[src/hw/rtl/tnpp_pkg.sv]
// shared types and constants of the spectral peak picker
`timescale 1ns / 1ps
package tnpp_pkg;

	localparam int CFG_W     = 5;
	localparam int CFG_IDX_W = 1;

	typedef enum logic [CFG_IDX_W-1:0] {
		REG_PEAK_COUNT    = 1'b0,
		REG_NEIGHBOR_SPAN = 1'b1
	} cfg_reg_t;

	localparam logic [CFG_W-1:0] PEAK_COUNT_RST    = 5'd8;
	localparam logic [CFG_W-1:0] NEIGHBOR_SPAN_RST = 5'd4;

	typedef struct packed {
		logic ins;
		logic pop;
	} list_ctrl_t;

endpackage

[src/hw/rtl/tnpp_list_cell.sv]
// one entry of the sorted peak list with insert and pop moves
`timescale 1ns / 1ps
module tnpp_list_cell #(
	parameter int BIN_W    = 12,
	parameter int MAG_BITS = 24
) (
	input  logic                       clk,
	input  tnpp_pkg::list_ctrl_t       ctrl,
	input  logic                       valid,
	input  logic [BIN_W-1:0]           new_bin,
	input  logic [MAG_BITS-1:0]        new_mag,
	input  logic [BIN_W-1:0]           left_bin,
	input  logic [MAG_BITS-1:0]        left_mag,
	input  logic                       left_beat,
	input  logic [BIN_W-1:0]           right_bin,
	input  logic [MAG_BITS-1:0]        right_mag,
	output logic [BIN_W-1:0]           bin,
	output logic [MAG_BITS-1:0]        mag,
	output logic                       beat
);

	import tnpp_pkg::*;

	logic [BIN_W-1:0]    bin_q;
	logic [MAG_BITS-1:0] mag_q;

	// new peak ranks above this entry, or the entry is empty
	assign beat = !valid || (new_mag > mag_q) || ((new_mag == mag_q) && (new_bin < bin_q));

	always_ff @(posedge clk) begin
		if (ctrl.ins && beat) begin
			if (left_beat) begin
				bin_q <= left_bin;
				mag_q <= left_mag;
			end else begin
				bin_q <= new_bin;
				mag_q <= new_mag;
			end
		end else if (ctrl.pop) begin
			bin_q <= right_bin;
			mag_q <= right_mag;
		end
	end

	assign bin = bin_q;
	assign mag = mag_q;

endmodule

[config.mk]
export PLATFORM = sky130hd
export DESIGN_NAME = tnpp_list_cell
export DESIGN_NICKNAME = d
export VERILOG_FILES = /design/src/hw/rtl/tnpp_pkg.sv /design/src/hw/rtl/tnpp_list_cell.sv
export SDC_FILE = /design/constraint.sdc
export NUM_CORES = 1
export LEC_CHECK = 0
export BUFFER_PORTS_ARGS = -buffer_cell sky130_fd_sc_hd__buf_2
export CAP_MARGIN = 0
export CORE_MARGIN = 4
export CORE_UTILIZATION = 47
export CTS_CLUSTER_SIZE = 28
export DETAILED_ROUTE_END_ITERATION = 8
export PLACE_DENSITY = 0.82
export SLEW_MARGIN = 5
export SYNTH_ARGS = -nofsm -noshare
export SYNTH_HDL_FRONTEND = slang
export SYNTH_SLANG_ARGS = --single-unit
[constraint.sdc]
create_clock -name clk -period 4.55 [get_ports clk]
set_input_delay 0.455 -clock clk [delete_from_list [all_inputs] [get_ports clk]]
set_output_delay 0.455 -clock clk [all_outputs]
set_load 0.1 [all_outputs]
==> flow_summary.ini <==
[logic_synthesis]
yosysWarnings = 0
avgSynthCellArea_um2 = 12.3
synth.distinct_cells = 27
netlist.area_leader.share_pct = 36.0
yosys_register_bits = 36
yosys.area.top_type = edfxtp_1
syn_area_um2 = 3000
synth.yosys.seq_area_share_pct = 36.0
synthTopCellsByArea = edfxtp_1 36%, mux2_2 16%, ha_1 15%
synth_nets = 392
synth_cells = 244

[hold_path]
hp-class = in2reg
hp-start = right_mag[13]

[cts]
holdBufCountCts = 0
cts_buffers = 5
cts_max_level = 2
cts_tree = done
ctsResizeCount = 0
clock_latency_ns = 0.28
clockBufferDepth = 2
cts_setup_buffers = 0
cts_sinks = 36
cts-root-buf = clkbuf_8
clkTransAtPathRegs_ns = 0.07

[global_route]
grt.overflow.total = 0
grt_pass1_vias = 2480
grt_pass1_wl_mm = 11.2
grt_usage_pct = 18.6
antenna_found_initial = 0
grt_max_degree = 38

[setup_path]
crit_chain = inv_1 -> ha_1 -> nand4_1 -> nor4_4 -> and2_1 -> o41ai_1 -> o41ai_4 -> a21o_1 -> buf_2
critPathCaptureType = output pin
path_max_fanout = 3
worstReg2RegStart = mag[17]
slowest_delay_ns = 0.44
slowest_stage = buf_2
cp.arrival_ns = 2.70
startpoint = mag[19]
crit_family = simple AND/OR/NAND/NOR gates
crit_required_ns = 4.09
worstSetupPathType = reg2out
start_kind = flip-flop
crit_buf_inv = 2

[sta]
period_minus_slack_ns = 3.15
fmax_ghz = 0.317
skew_ns = 0.0106
finalHoldViolations = 0
setup_tns_ns = 0
worst_slew_pin_slew_ns = 0.911
relSlewSlack_pct = 39.2
drv_slew = 0
fin_crit_sh_pct = 69.3
rsz0062_at_grt = no
setup_viol = 0

[drt]
via_per_inst = 5.21
routed_wl_mm = 7.21
drtAntennaViolNets = 0
vias = 2450
drt_pass1_iterations = 4
wl_per_cell_um = 15.3
drt_iter0_markers = 68
drc_errors = 0

[power_and_ir_drop]
p_total_mw = 1.45
leakage_nw = 2.01
power_density_nw_per_um2 = 373
max-vdd-ir-drop_mv = 0.271

[status]
run_status = finished, final reports clean

[cells_and_area]
final_common_cell = buf_2
layout.nets = 542
antenna_cells = 0
drive_gt1_share_pct = 58.5
utilization_pct = 64.1
area_growth_pct = 29.3
mostFrequentLayoutCells = 149 x buf_2, 42 x mux2_2, 36 x edfxtp_1

[place]
io_buffers = 149
place_congestion = 0.823
hpwl_mm = 5.97

[floorplanning]
dieArea_um2 = 7740
rows = 28
fp.coreArea_um2 = 6060
ioPinCount = 150
die_x_um = 88.0
initial_core_util_pct = 49.6
die_h_um = 88.0

[run]
drv_cap = 0
[cell families after synthesis]
family	share of synthesized area [%]
muxes	30.2
buffers and inverters	6.00
DFF	36.0
adders and majority gates	14.6
AOI/OAI and AO/OA	7.50
and+or+nand+nor	5.71
[final cells by class]
type	instances	area, µm²
Inverter	35	131
Fill cell	482	2180
Sequential cell	36	1080
Clock inverter	1	3.75
Tap cell	75	93.8
Timing Repair Buffer	150	753
Clock buffer	7	76.3
Multi-Input combinational cell	166	1750
[through the flow]
step | setup WS, ns | std cells | hold slack, ns | cell area (µm²)
CTS | 1.32 | 470 | 0.457 | 3880
finish | 1.40 | 470 | 0.465 | 3880
floorplan | 0.566 | 244 | 0.672 | 3000
detailed placement | 1.24 | 462 | 0.758 | 3800
global route | 1.13 | 470 | 0.459 | 3880
global placement | 1.19 | 462 | 0.755 | 3800
[path summary, 6_finish.rpt]
kind | endpoint | slack [ns] | depth (start not counted)
worst max register to register | mag[23] | 1.47 | 10
worst max-delay path | beat | 1.40 | 9
worst min register to register | mag[9] | 1.57 | 7
worst min-delay path | mag[13] | 0.47 | 2
[cell usage after synthesis]
master,count
mux2_2,42
edfxtp_1,36
ha_1,35
inv_1,35
mux2_4,29
a21oi_1,14
nand2_1,7
nand4_1,7
o21ai_0,5
a21o_1,4
clkbuf_1,4
nor2_1,4
buf_6,3
nand3_1,3
a2111oi_0,2
and2_1,2
nand2b_1,2
a22oi_4,1
a41o_1,1
nand4_2,1
nor2b_1,1
nor4_1,1
nor4_4,1
o211ai_1,1
o21a_1,1
o41ai_1,1
o41ai_4,1
[sequential cells by signal, indices dropped and copies added (netlist names)]
| register | cells |
|---|---|
| mag | 24 |
| bin | 12 |
[routing by layer]
layer,wire length [µm],vias to the layer above,global-route usage [%]
met5,0,-,0
met4,59,0,4.60
met3,664,4,5.17
met1,2800,1148,21.2
li1,-,1202,-
met2,3690,96,34.1
[report_power, final]
part	switching, mW	internal (mW)	leakage [nW]	total (mW)
combinational	0.554	0.222	1.61	0.776
clock	0.109	0.107	0.0399	0.215
sequential	0.0244	0.433	0.364	0.458
total	0.687	0.762	2.01	1.45
Power figures use the tool's default switching activity.
