===== src/hw/rtl/tnpp_win_cell.sv =====
// one tap of the magnitude window with its neighbor compare
`timescale 1ns / 1ps
module tnpp_win_cell #(
	parameter int MAG_BITS = 24
) (
	input  logic                clk,
	input  logic                arst_n,
	input  logic                shift,
	input  logic [MAG_BITS-1:0] din,
	input  logic [MAG_BITS-1:0] cand,
	input  logic                in_range,
	output logic [MAG_BITS-1:0] q,
	output logic                fail
);

	logic [MAG_BITS-1:0] mag_q;

	always_ff @(posedge clk or negedge arst_n) begin
		if (!arst_n) begin
			mag_q <= '0;
		end else if (shift) begin
			mag_q <= din;
		end
	end

	assign q    = mag_q;
	// candidate does not beat this neighbor
	assign fail = in_range && (cand <= mag_q);

endmodule


===== config.mk =====
export PLATFORM = sky130hd
export DESIGN_NAME = tnpp_win_cell
export DESIGN_NICKNAME = d
export VERILOG_FILES = /design/src/hw/rtl/tnpp_win_cell.sv
export SDC_FILE = /design/constraint.sdc
export NUM_CORES = 1
export LEC_CHECK = 0
export ABC_AREA = 1
export ABC_CLOCK_PERIOD_IN_PS = 3300
export BUFFER_PORTS_ARGS = -buffer_cell sky130_fd_sc_hd__buf_2
export CORE_ASPECT_RATIO = 1.1
export CORE_MARGIN = 8
export CORE_UTILIZATION = 49
export CTS_CLUSTER_SIZE = 30
export DETAILED_ROUTE_END_ITERATION = 16
export PLACE_DENSITY = 0.91
export RECOVER_POWER = 100
export SYNTH_ARGS = -nofsm -noshare
export SYNTH_HDL_FRONTEND = slang
export SYNTH_SLANG_ARGS = --single-unit
export TNS_END_PERCENT = 1

===== constraint.sdc =====
create_clock -name clk -period 3.3 [get_ports clk]
set_clock_uncertainty 0.15 [all_clocks]
set_input_delay 0 -clock clk [delete_from_list [all_inputs] [get_ports clk]]
set_output_delay 0 -clock clk [all_outputs]
set_load 0.01 [all_outputs]

==> key figures, run 1 <==
Status
  – Outcome: finished, violations left
  – Failing checks: max-capacitance violations, max-slew violations

Final layout
  – Final nets: around 370
  – Fillers: 262
  – Design area: ~2200 sq um
  – Non-filler cells, final: roughly 320
  – Area growth syn-to-layout: 43.16%
  – Share of post-route cells with drive strength above 1: 20.07%
  – ANT cells: 0
  – Max FFs per register: 24

STA
  – Final slew viol count: 48
  – Worst rel slew slack: -9.470%
  – Final number of setup-violating endpoints: 0
  – Fin crit period: 1.964 ns
  – Setup Total Neg Slack: 0 ns
  – Endpoints failing hold: 0
  – Crit share post-route: 59.53%
  – Fmax: 0.5090 GHz
  – Worst-Margin Slew: 1.642 ns
  – RSZ-0062 raised after global routing: false

Floorplan
  – Die Span X: just under 70 um
  – Vert. Die Dim: roughly 74 um
  – FP Rows: 21
  – IO Pins: 77
  – Die area: roughly 5100 sq um
  – Core area: roughly 3000 sq um
  – Initial Util: between 50% and 60%

Clock tree
  – CTS clock-pin slew for the worst setup and hold paths: 0.13 ns
  – H-tree Lvls: 1
  – CTS tree: built
  – Total CTS buffers: 3
  – Post-CTS resize count: 0
  – Setup bufs post-CTS: 0
  – Insertion delay to the later sink of the worst-skew pair: 0.31 ns
  – CTS Sinks: 24
  – CTS root buffer: clkbuf_4
  – Clock Path Buffers: 2

Min path
  – Worst hold path type: input pin to output port

Critical path
  – Worst r2r dst: q[0]
  – R2r startpoint: q[0]
  – Crit path capture type: output port
  – FF-to-FF path depth: 1
  – R2r setup slk: roughly 2.4 ns
  – CP cell instances: inv_1 -> ha_1 -> nand2_1 -> nor2_1 -> nand4_2 -> nor2_1 -> nand2_1 -> a21oi_2 -> buf_2
  – WS Path Type: flip-flop to output port
  – Worst Path Required: 3.15 ns
  – Crit path from: q[15]
  – Critical path startpoint category: flip-flop
  – CP max-delay cell: dfrtp_1
  – CP arrival: 1.81 ns
  – Worst setup path end: fail
  – Crit path max fanout: 2
  – Worst stage delay on the critical path: 0.37 ns

Detailed routing
  – DRT antenna net count: 0
  – Drt pass-1 iters: 4
  – WL final: ~4200 um
  – Initial detailed-routing violation count: 39
  – Vias: 1521
  – Remaining routing DRC violations: 0
  – Vias per cell: 4.709
  – WL per Instance: 12.88 um

Synth
  – Syn Nets: 265
  – Top_reg_cell synth: dfrtp_1
  – Sequential area share after synthesis: 39.77%
  – Seq cells post-synth: 24
  – Yosys warns: 0
  – Count of cell types in the netlist: 17
  – Commonest cells post-synth: nand2_1, inv_1, dfrtp_1, ha_1, o21ai_0
  – Top-area cell type share of the netlist area: 39.77%
  – Synth area leader: dfrtp_1
  – Number of enable flip-flop cells after synthesis: 0
  – Cell with the most instances after synthesis: nand2_1
  – Mapped Cells: roughly 190
  – Dominant cells by area after synthesis: dfrtp_1, ha_1, nand2_1
  – Asr flop ratio synth: 100.0%
  – Area of the mapped netlist: 1510 sq um
  – Avg Inst Size Synth: approximately 8 sq um

Placement
  – Cells after DPL: 294
  – GP Congestion: approximately 0.76
  – Dpl cell area: 1911 sq um
  – Port bufs: 76
  – Dpl hpwl: around 3000 um

GRT
  – Vias in the first global route: 1633
  – Overflow after GRT: 0
  – Initial antenna violation count: 0
  – Total GRT Usage: 16.85%
  – First-pass GRT wire length: 6720 um
  – Largest net degree at the start of global routing: 48

Power
  – Leak: 1.189 nW
  – Pwr Density: 332.4 nW/um^2
  – Worst vdd ir: 0.2938 mV

Run
  – Max-Cap Viols: 1
[per-layer routing]
metal | vias up | global-route usage [%] | share of wire [%]
met4 | 0 | 3.571 | 0.99
li1 | 795 | - | -
met5 | - | 0 | 0
met2 | 47 | 31.97 | 52
met1 | 675 | 16.67 | 37
met3 | 4 | 6.175 | 10
[critical path: cells and delay by family (launching register included)]
| family | cells | cell delay, ns |
|---|---|---|
| AND/OR/NAND/NOR | 5 | 0.55 |
| flip-flops | 1 | 0.37 |
| adder cells (fa/ha/maj) | 1 | 0.28 |
| buffers and inverters | 2 | 0.20 |
| AO/OA/AOI/OAI | 1 | 0.12 |
[power by group]
part           leakage (nW)  internal, mW  total, mW  switching (mW)
Combinational         0.877         0.104      0.225           0.121
Sequential            0.291         0.320      0.335          0.0142
Clock                0.0210        0.0673      0.159          0.0918
[cells by family after synthesis]
family | synth area share [%]
AOI/OAI and AO/OA | 12.26
and+or+nand+nor | 17.40
DFF | 39.77
adders and majority gates | 19.88
buffers and inverters | 9.942
muxes | 0.7456
[cell usage in the layout (no fill, tap or decap)]
| master | Yosys | final |
|---|---|---|
| a21o_1 | 1 | 1 |
| a21o_2 | 1 | 1 |
| a21oi_1 | 8 | 8 |
| a21oi_2 | 1 | 1 |
| buf_2 | 3 | 50 |
| clkbuf_1 | 2 | 26 |
| clkbuf_4 | 0 | 3 |
| clkbuf_8 | 0 | 1 |
| dfrtp_1 | 24 | 24 |
| dlygate4sd3_1 | 0 | 25 |
| ha_1 | 24 | 24 |
| inv_1 | 34 | 34 |
| mux2_2 | 1 | 1 |
| nand2_1 | 54 | 54 |
| nand3_1 | 1 | 1 |
| nand4_1 | 1 | 1 |
| nand4_2 | 1 | 1 |
| nor2_1 | 8 | 9 |
| o21ai_0 | 24 | 24 |
[how the worst min path moves through the flow]
stage,start,end,depth (start not counted)
finish,in_range,fail,4
global route,in_range,fail,4
CTS,arst_n,q[13],2
detailed placement,arst_n,q[20],1
global placement,arst_n,q[19],1
floorplan,arst_n,q[0],0
[metrics by stage]
stage | util (%) | hold WS [ns] | power [mW] | setup WS, ns
floorplan | - | -0.4456 | 0.4605 | 1.808
global placement | 63.78 | -0.1383 | 0.5420 | 1.722
detailed placement | 63.78 | -0.1239 | 0.5502 | 1.697
CTS | 73.35 | 0.06315 | 0.7305 | 1.337
global route | 72.18 | 0.2017 | 0.7712 | 1.137
finish | 72.18 | 0.1743 | 0.7186 | 1.336
[cell type report]
cell class | instances | area, sq um | area share (%)
multi-input cells | 126 | 757.0 | 35.01
flip-flops and latches | 24 | 600.6 | 27.78
repair buffers | 101 | 598.1 | 27.66
inverters | 34 | 127.6 | 5.903
well taps | 34 | 42.54 | 1.968
clock buffers | 4 | 36.28 | 1.678
[timing repair]
item / 4_1_cts / 5_1_grt
hold endpoints to repair: 48 / 0
hold buffers: 25 / 0
setup endpoints to repair: 0 / 0
(Power assumes the default switching activity.)
==> run 2: changes to the inputs <==
--- a/config.mk
+++ b/config.mk
@@ -6,14 +6,14 @@
 export NUM_CORES = 1
 export LEC_CHECK = 0
 export ABC_AREA = 1
-export ABC_CLOCK_PERIOD_IN_PS = 3300
+export ABC_CLOCK_PERIOD_IN_PS = 2000
 export BUFFER_PORTS_ARGS = -buffer_cell sky130_fd_sc_hd__buf_2
 export CORE_ASPECT_RATIO = 1.1
 export CORE_MARGIN = 8
-export CORE_UTILIZATION = 49
+export CORE_UTILIZATION = 45
 export CTS_CLUSTER_SIZE = 30
 export DETAILED_ROUTE_END_ITERATION = 16
-export PLACE_DENSITY = 0.91
+export PLACE_DENSITY = 0.85
 export RECOVER_POWER = 100
 export SYNTH_ARGS = -nofsm -noshare
 export SYNTH_HDL_FRONTEND = slang
==> constraint.sdc (replaced) <==
create_clock -name clk -period 2 [get_ports clk]
set_clock_uncertainty 0.15 [all_clocks]
set_input_delay 0 -clock clk [delete_from_list [all_inputs] [get_ports clk]]
set_output_delay 0 -clock clk [all_outputs]
set_load 0.01 [all_outputs]
==> key figures, run 2 (synthesis results as in run 1) <==
Status
  – Outcome: finished, final reports clean

Final layout
  – Most frequent cells in the layout: buf_2, nand2_1, dlygate4sd3_1
  – Fillers: 290
  – Design area: 2342 sq um
  – Final nets: 371
  – Area of the multi-input gates: around 890 sq um
  – Area growth syn-to-layout: 55.10%
  – Finished Core Util: 71.51%
  – Max FFs per register: 24
  – Seq. cell area: 600.6 sq um
  – Share of post-route cells with drive strength above 1: approximately a third
  – Non-filler cells, final: 330
  – ANT cells: 0
  – Leading cell type in the layout, fill and taps excluded: buf_2

Critical path
  – CP cell instances: inv_2 -> ha_4 -> nand2_2 -> inv_2 -> nand2_2 -> nand2_1 -> nand2_1 -> nand2_1 -> nand2_1 -> nand3_2 -> a21oi_2 -> buf_2
  – Worst stage delay on the critical path: 0.42 ns
  – Crit path max fanout: 2
  – WS Path Type: flip-flop to output port
  – Worst r2r dst: q[11]
  – CP arrival: 1.77 ns
  – FF-to-FF path depth: 3
  – CP max-delay cell: dfrtp_1
  – R2r startpoint: q[11]
  – Crit path capture type: output port
  – Crit path from: q[11]
  – Critical path startpoint category: flip-flop
  – R2r setup slk: about 1.0 ns
  – CP dominant cell by count: nand2_1
  – CP delay by family, top: flip-flops
  – CP bufs+invs: 3
  – Worst Path Required: 1.85 ns

STA
  – Fmax: 0.5221 GHz
  – Final number of setup-violating endpoints: 0
  – RSZ-0062 raised after global routing: true
  – Setup ws final: 0.08471 ns
  – Fin crit period: 1.915 ns
  – Final slew viol count: 0
  – Worst-Margin Slew: around 1.3 ns
  – Worst rel slew slack: 11.09%
  – Endpoints failing hold: 0
  – Crit share post-route: between 90% and 100%
  – Setup Total Neg Slack: 0 ns
  – Hold Slack: 0.1658 ns

Detailed routing
  – WL final: 4571 um
  – Vias per cell: 4.797
  – Remaining routing DRC violations: 0
  – Drt pass-1 iters: 4
  – Vias: about 1600
  – DRT antenna net count: 0
  – WL per Instance: ~14 um
  – Initial detailed-routing violation count: 32

Clock tree
  – Insertion delay to the later sink of the worst-skew pair: approximately 0.32 ns
  – CTS Sinks: 24
  – Total CTS buffers: 3
  – CTS tree: built
  – H-tree Lvls: 1
  – Clock Path Buffers: 2
  – CTS clock-pin slew for the worst setup and hold paths: ~0.15 ns
  – CTS root buffer: clkbuf_4

Placement
  – Dpl hpwl: 3171 um
  – Post-place setup slack: between 0.4 and 0.5 ns
  – Dpl cell area: 1921 sq um
  – Port bufs: between 70 and 80
  – Cells after DPL: 297
  – GP Congestion: 0.7527

Floorplan
  – FP Rows: 22
  – Vert. Die Dim: roughly 77 um
  – Core area: 3276 sq um
  – Die area: 5468 sq um
  – Initial Util: 46.10%
  – Die Span X: 71.24 um
  – IO Pins: 77

Min path
  – HP Start: in_range
  – Endpoint, Worst Hold: fail
  – Worst hold path type: input pin to output port
  – Hold depth: 4

GRT
  – Total GRT Usage: 16.18%
  – Largest net degree at the start of global routing: 37
  – First-pass GRT wire length: 7245 um
  – Overflow after GRT: 0
  – Initial antenna violation count: 0
  – Vias in the first global route: 1711

Power
  – Worst vdd ir: roughly 0.26 mV
  – Total power: 1.264 mW
  – Pwr Density: 539.8 nW/um^2
  – Leak: 1.225 nW

Run
  – Max-Cap Viols: 0
run 2: per-layer routing:
metal | up-vias | share of wire, % | global-route usage (%)
met1 | 728 | 38 | 15.79
met4 | 0 | 0.92 | 5.625
li1 | 807 | - | -
met5 | - | 0 | 0
met3 | 4 | 6.7 | 5.072
met2 | 44 | 54 | 30.63
run 2: power by group:
group / total (mW) / internal, mW / switching [mW]
clock network: 0.263 / 0.111 / 0.152
logic: 0.447 / 0.213 / 0.234
registers: 0.554 / 0.529 / 0.0254
run 2: timing repair:
action | CTS | global route
hold endpoints to repair | 48 | 0
setup buffers | 0 | 4
endpoints found under the setup margin | 0 | 1
hold buffers | 25 | 0
resized for setup | 0 | 30
run 2: worst reg2reg max path: cells and delay by family, from the launching register on:
kind	cells	cell delay (ns)
compound gates	1	0.17
buf+inv	2	0.18
flops	1	0.39
run 2: how the worst max path moves through the flow:
stage,to,slack [ns],depth (start not counted)
final,fail,0.08,12
after global routing,fail,-0.05,10
after CTS,fail,0.02,9
after detailed placement,fail,0.40,9
after global placement,fail,0.41,9
after floorplan,fail,0.51,8
run 2: final cells by class:
type                            instances  area share [%]
Multi-Input combinational cell        126           38.19
Timing Repair Buffer                  106           27.24
Sequential cell                        24           25.64
Inverter                               34           5.449
Tap cell                               36           1.923
Clock buffer                            4           1.549
==> run 3: changes to the inputs <==
--- a/config.mk
+++ b/config.mk
@@ -13,8 +13,9 @@
 export CORE_UTILIZATION = 45
 export CTS_CLUSTER_SIZE = 30
 export DETAILED_ROUTE_END_ITERATION = 16
-export PLACE_DENSITY = 0.85
+export PLACE_DENSITY_LB_ADDON = 0.2
 export RECOVER_POWER = 100
+export SLEW_MARGIN = 10
 export SYNTH_ARGS = -nofsm -noshare
 export SYNTH_HDL_FRONTEND = slang
 export SYNTH_SLANG_ARGS = --single-unit
==> key figures, run 3 (synthesis results as in run 1) <==
Status
  – Outcome: finished, final reports clean

STA
  – Worst rel slew slack: around a tenth
  – Worst-Margin Slew: 1.349 ns
  – Crit share post-route: 96.60%
  – Endpoints failing hold: 0
  – RSZ-0062 raised after global routing: true
  – Final slew viol count: 0
  – Fmax: 0.5176 GHz
  – Setup Total Neg Slack: 0 ns
  – Fin crit period: about 1.9 ns
  – Final number of setup-violating endpoints: 0
  – Hold Slack: 0.01411 ns
  – Setup ws final: between 0.06 and 0.07 ns

Placement
  – GP Congestion: 0.7684
  – Dpl hpwl: 3152 um
  – Dpl cell area: 1928 sq um
  – Post-place setup slack: 0.3796 ns
  – Port bufs: 76
  – Cells after DPL: 298

GRT
  – Overflow after GRT: 0
  – Total GRT Usage: 16.76%
  – Vias in the first global route: 1753
  – Initial antenna violation count: 0
  – Largest net degree at the start of global routing: 25
  – First-pass GRT wire length: about 7600 um

Detailed routing
  – WL final: 4820 um
  – Vias per cell: around 4.7
  – Vias: 1637
  – WL per Instance: 13.97 um
  – Remaining routing DRC violations: 0
  – DRT antenna net count: 0
  – Initial detailed-routing violation count: between 40 and 50
  – Drt pass-1 iters: 4

Clock tree
  – CTS clock-pin slew for the worst setup and hold paths: 0.13 ns
  – CTS root buffer: clkbuf_4
  – Total CTS buffers: 3
  – Clock Path Buffers: 2
  – CTS tree: built
  – Insertion delay to the later sink of the worst-skew pair: 0.31 ns
  – H-tree Lvls: 1
  – CTS Sinks: 24

Final layout
  – Share of post-route cells with drive strength above 1: 36.89%
  – Final nets: 386
  – Finished Core Util: 78.19%
  – Max FFs per register: 24
  – Most frequent cells in the layout: buf_2, nand2_1, dlygate4sd3_1
  – Design area: 2561 sq um
  – Leading cell type in the layout, fill and taps excluded: buf_2
  – Non-filler cells, final: 345
  – ANT cells: 0
  – Area growth syn-to-layout: 69.59%

Critical path
  – R2r setup slk: 0.61 ns
  – Worst Path Required: 1.85 ns
  – CP cell instances: inv_2 -> ha_4 -> a21o_2 -> nor2_2 -> nand2_1 -> nand2_1 -> nand3_2 -> a21oi_2 -> buf_2
  – Critical path startpoint category: flip-flop
  – Crit path from: q[15]
  – R2r startpoint: q[13]
  – Crit path capture type: output port
  – WS Path Type: flip-flop to output port
  – Crit path max fanout: 2
  – CP bufs+invs: 2
  – CP arrival: 1.78 ns
  – CP dominant cell by count: nand2_1
  – Worst stage delay on the critical path: 0.41 ns
  – CP delay by family, top: flip-flops
  – CP max-delay cell: dfrtp_1

Floorplan
  – Initial Util: 46.10%
  – Die Span X: 71.24 um
  – IO Pins: 77
  – Core area: 3276 sq um
  – Vert. Die Dim: 76.76 um
  – Die area: 5468 sq um
  – FP Rows: 22

Power
  – Pwr Density: 510.5 nW/um^2
  – Leak: 1.320 nW
  – Worst vdd ir: a little over 0.3 mV
  – Total power: ~1.3 mW

Run
  – Max-Cap Viols: 0

Min path
  – Worst hold path type: input pin to flip-flop
  – HP Start: shift
## run 3: cell count changes in the layout (fill, tap and decap cells not counted), sizes merged
cell,previous run,this run
buf,59,71
clkbuf,26,12
dlygate4sd3,25,42
## run 3: power by group
group | total, mW | switching (mW) | internal [mW]
logic | 0.495 | 0.246 | 0.249
clock network | 0.257 | 0.146 | 0.111
registers | 0.555 | 0.0264 | 0.529
total | 1.31 | 0.419 | 0.889
## run 3: final timing paths
kind                            endpoint  cells after the start
worst min register to register     q[18]                      2
worst max register to register     q[13]                      3
worst max-delay path                fail                      9
min in group asynchronous          q[14]                      2
worst min-delay path               q[15]                      2
max in group asynchronous           q[0]                      2
## run 3: routing by layer
metal  routed length, um  global-route usage, %
met5                   0                      0
met4                  61                  3.958
met3                 400                  5.592
met2                2583                  30.63
met1                1774                  17.76
## run 3: area by class of cell
type	count	area [sq um]
sequential	24	600.6
tap	36	45.04
clock buffer	4	36.28
timing repair buffer	121	813.3
fill	250	714.4
multi-input combinational	126	938.4
inverter	34	127.6
## run 3: what timing repair did
| item | in CTS | in global routing |
|---|---|---|
| setup buffers | 0 | 1 |
| hold endpoints to repair | 48 | 0 |
| hold buffers | 42 | 0 |
| resized for setup | 0 | 35 |
| endpoints found under the setup margin | 0 | 1 |
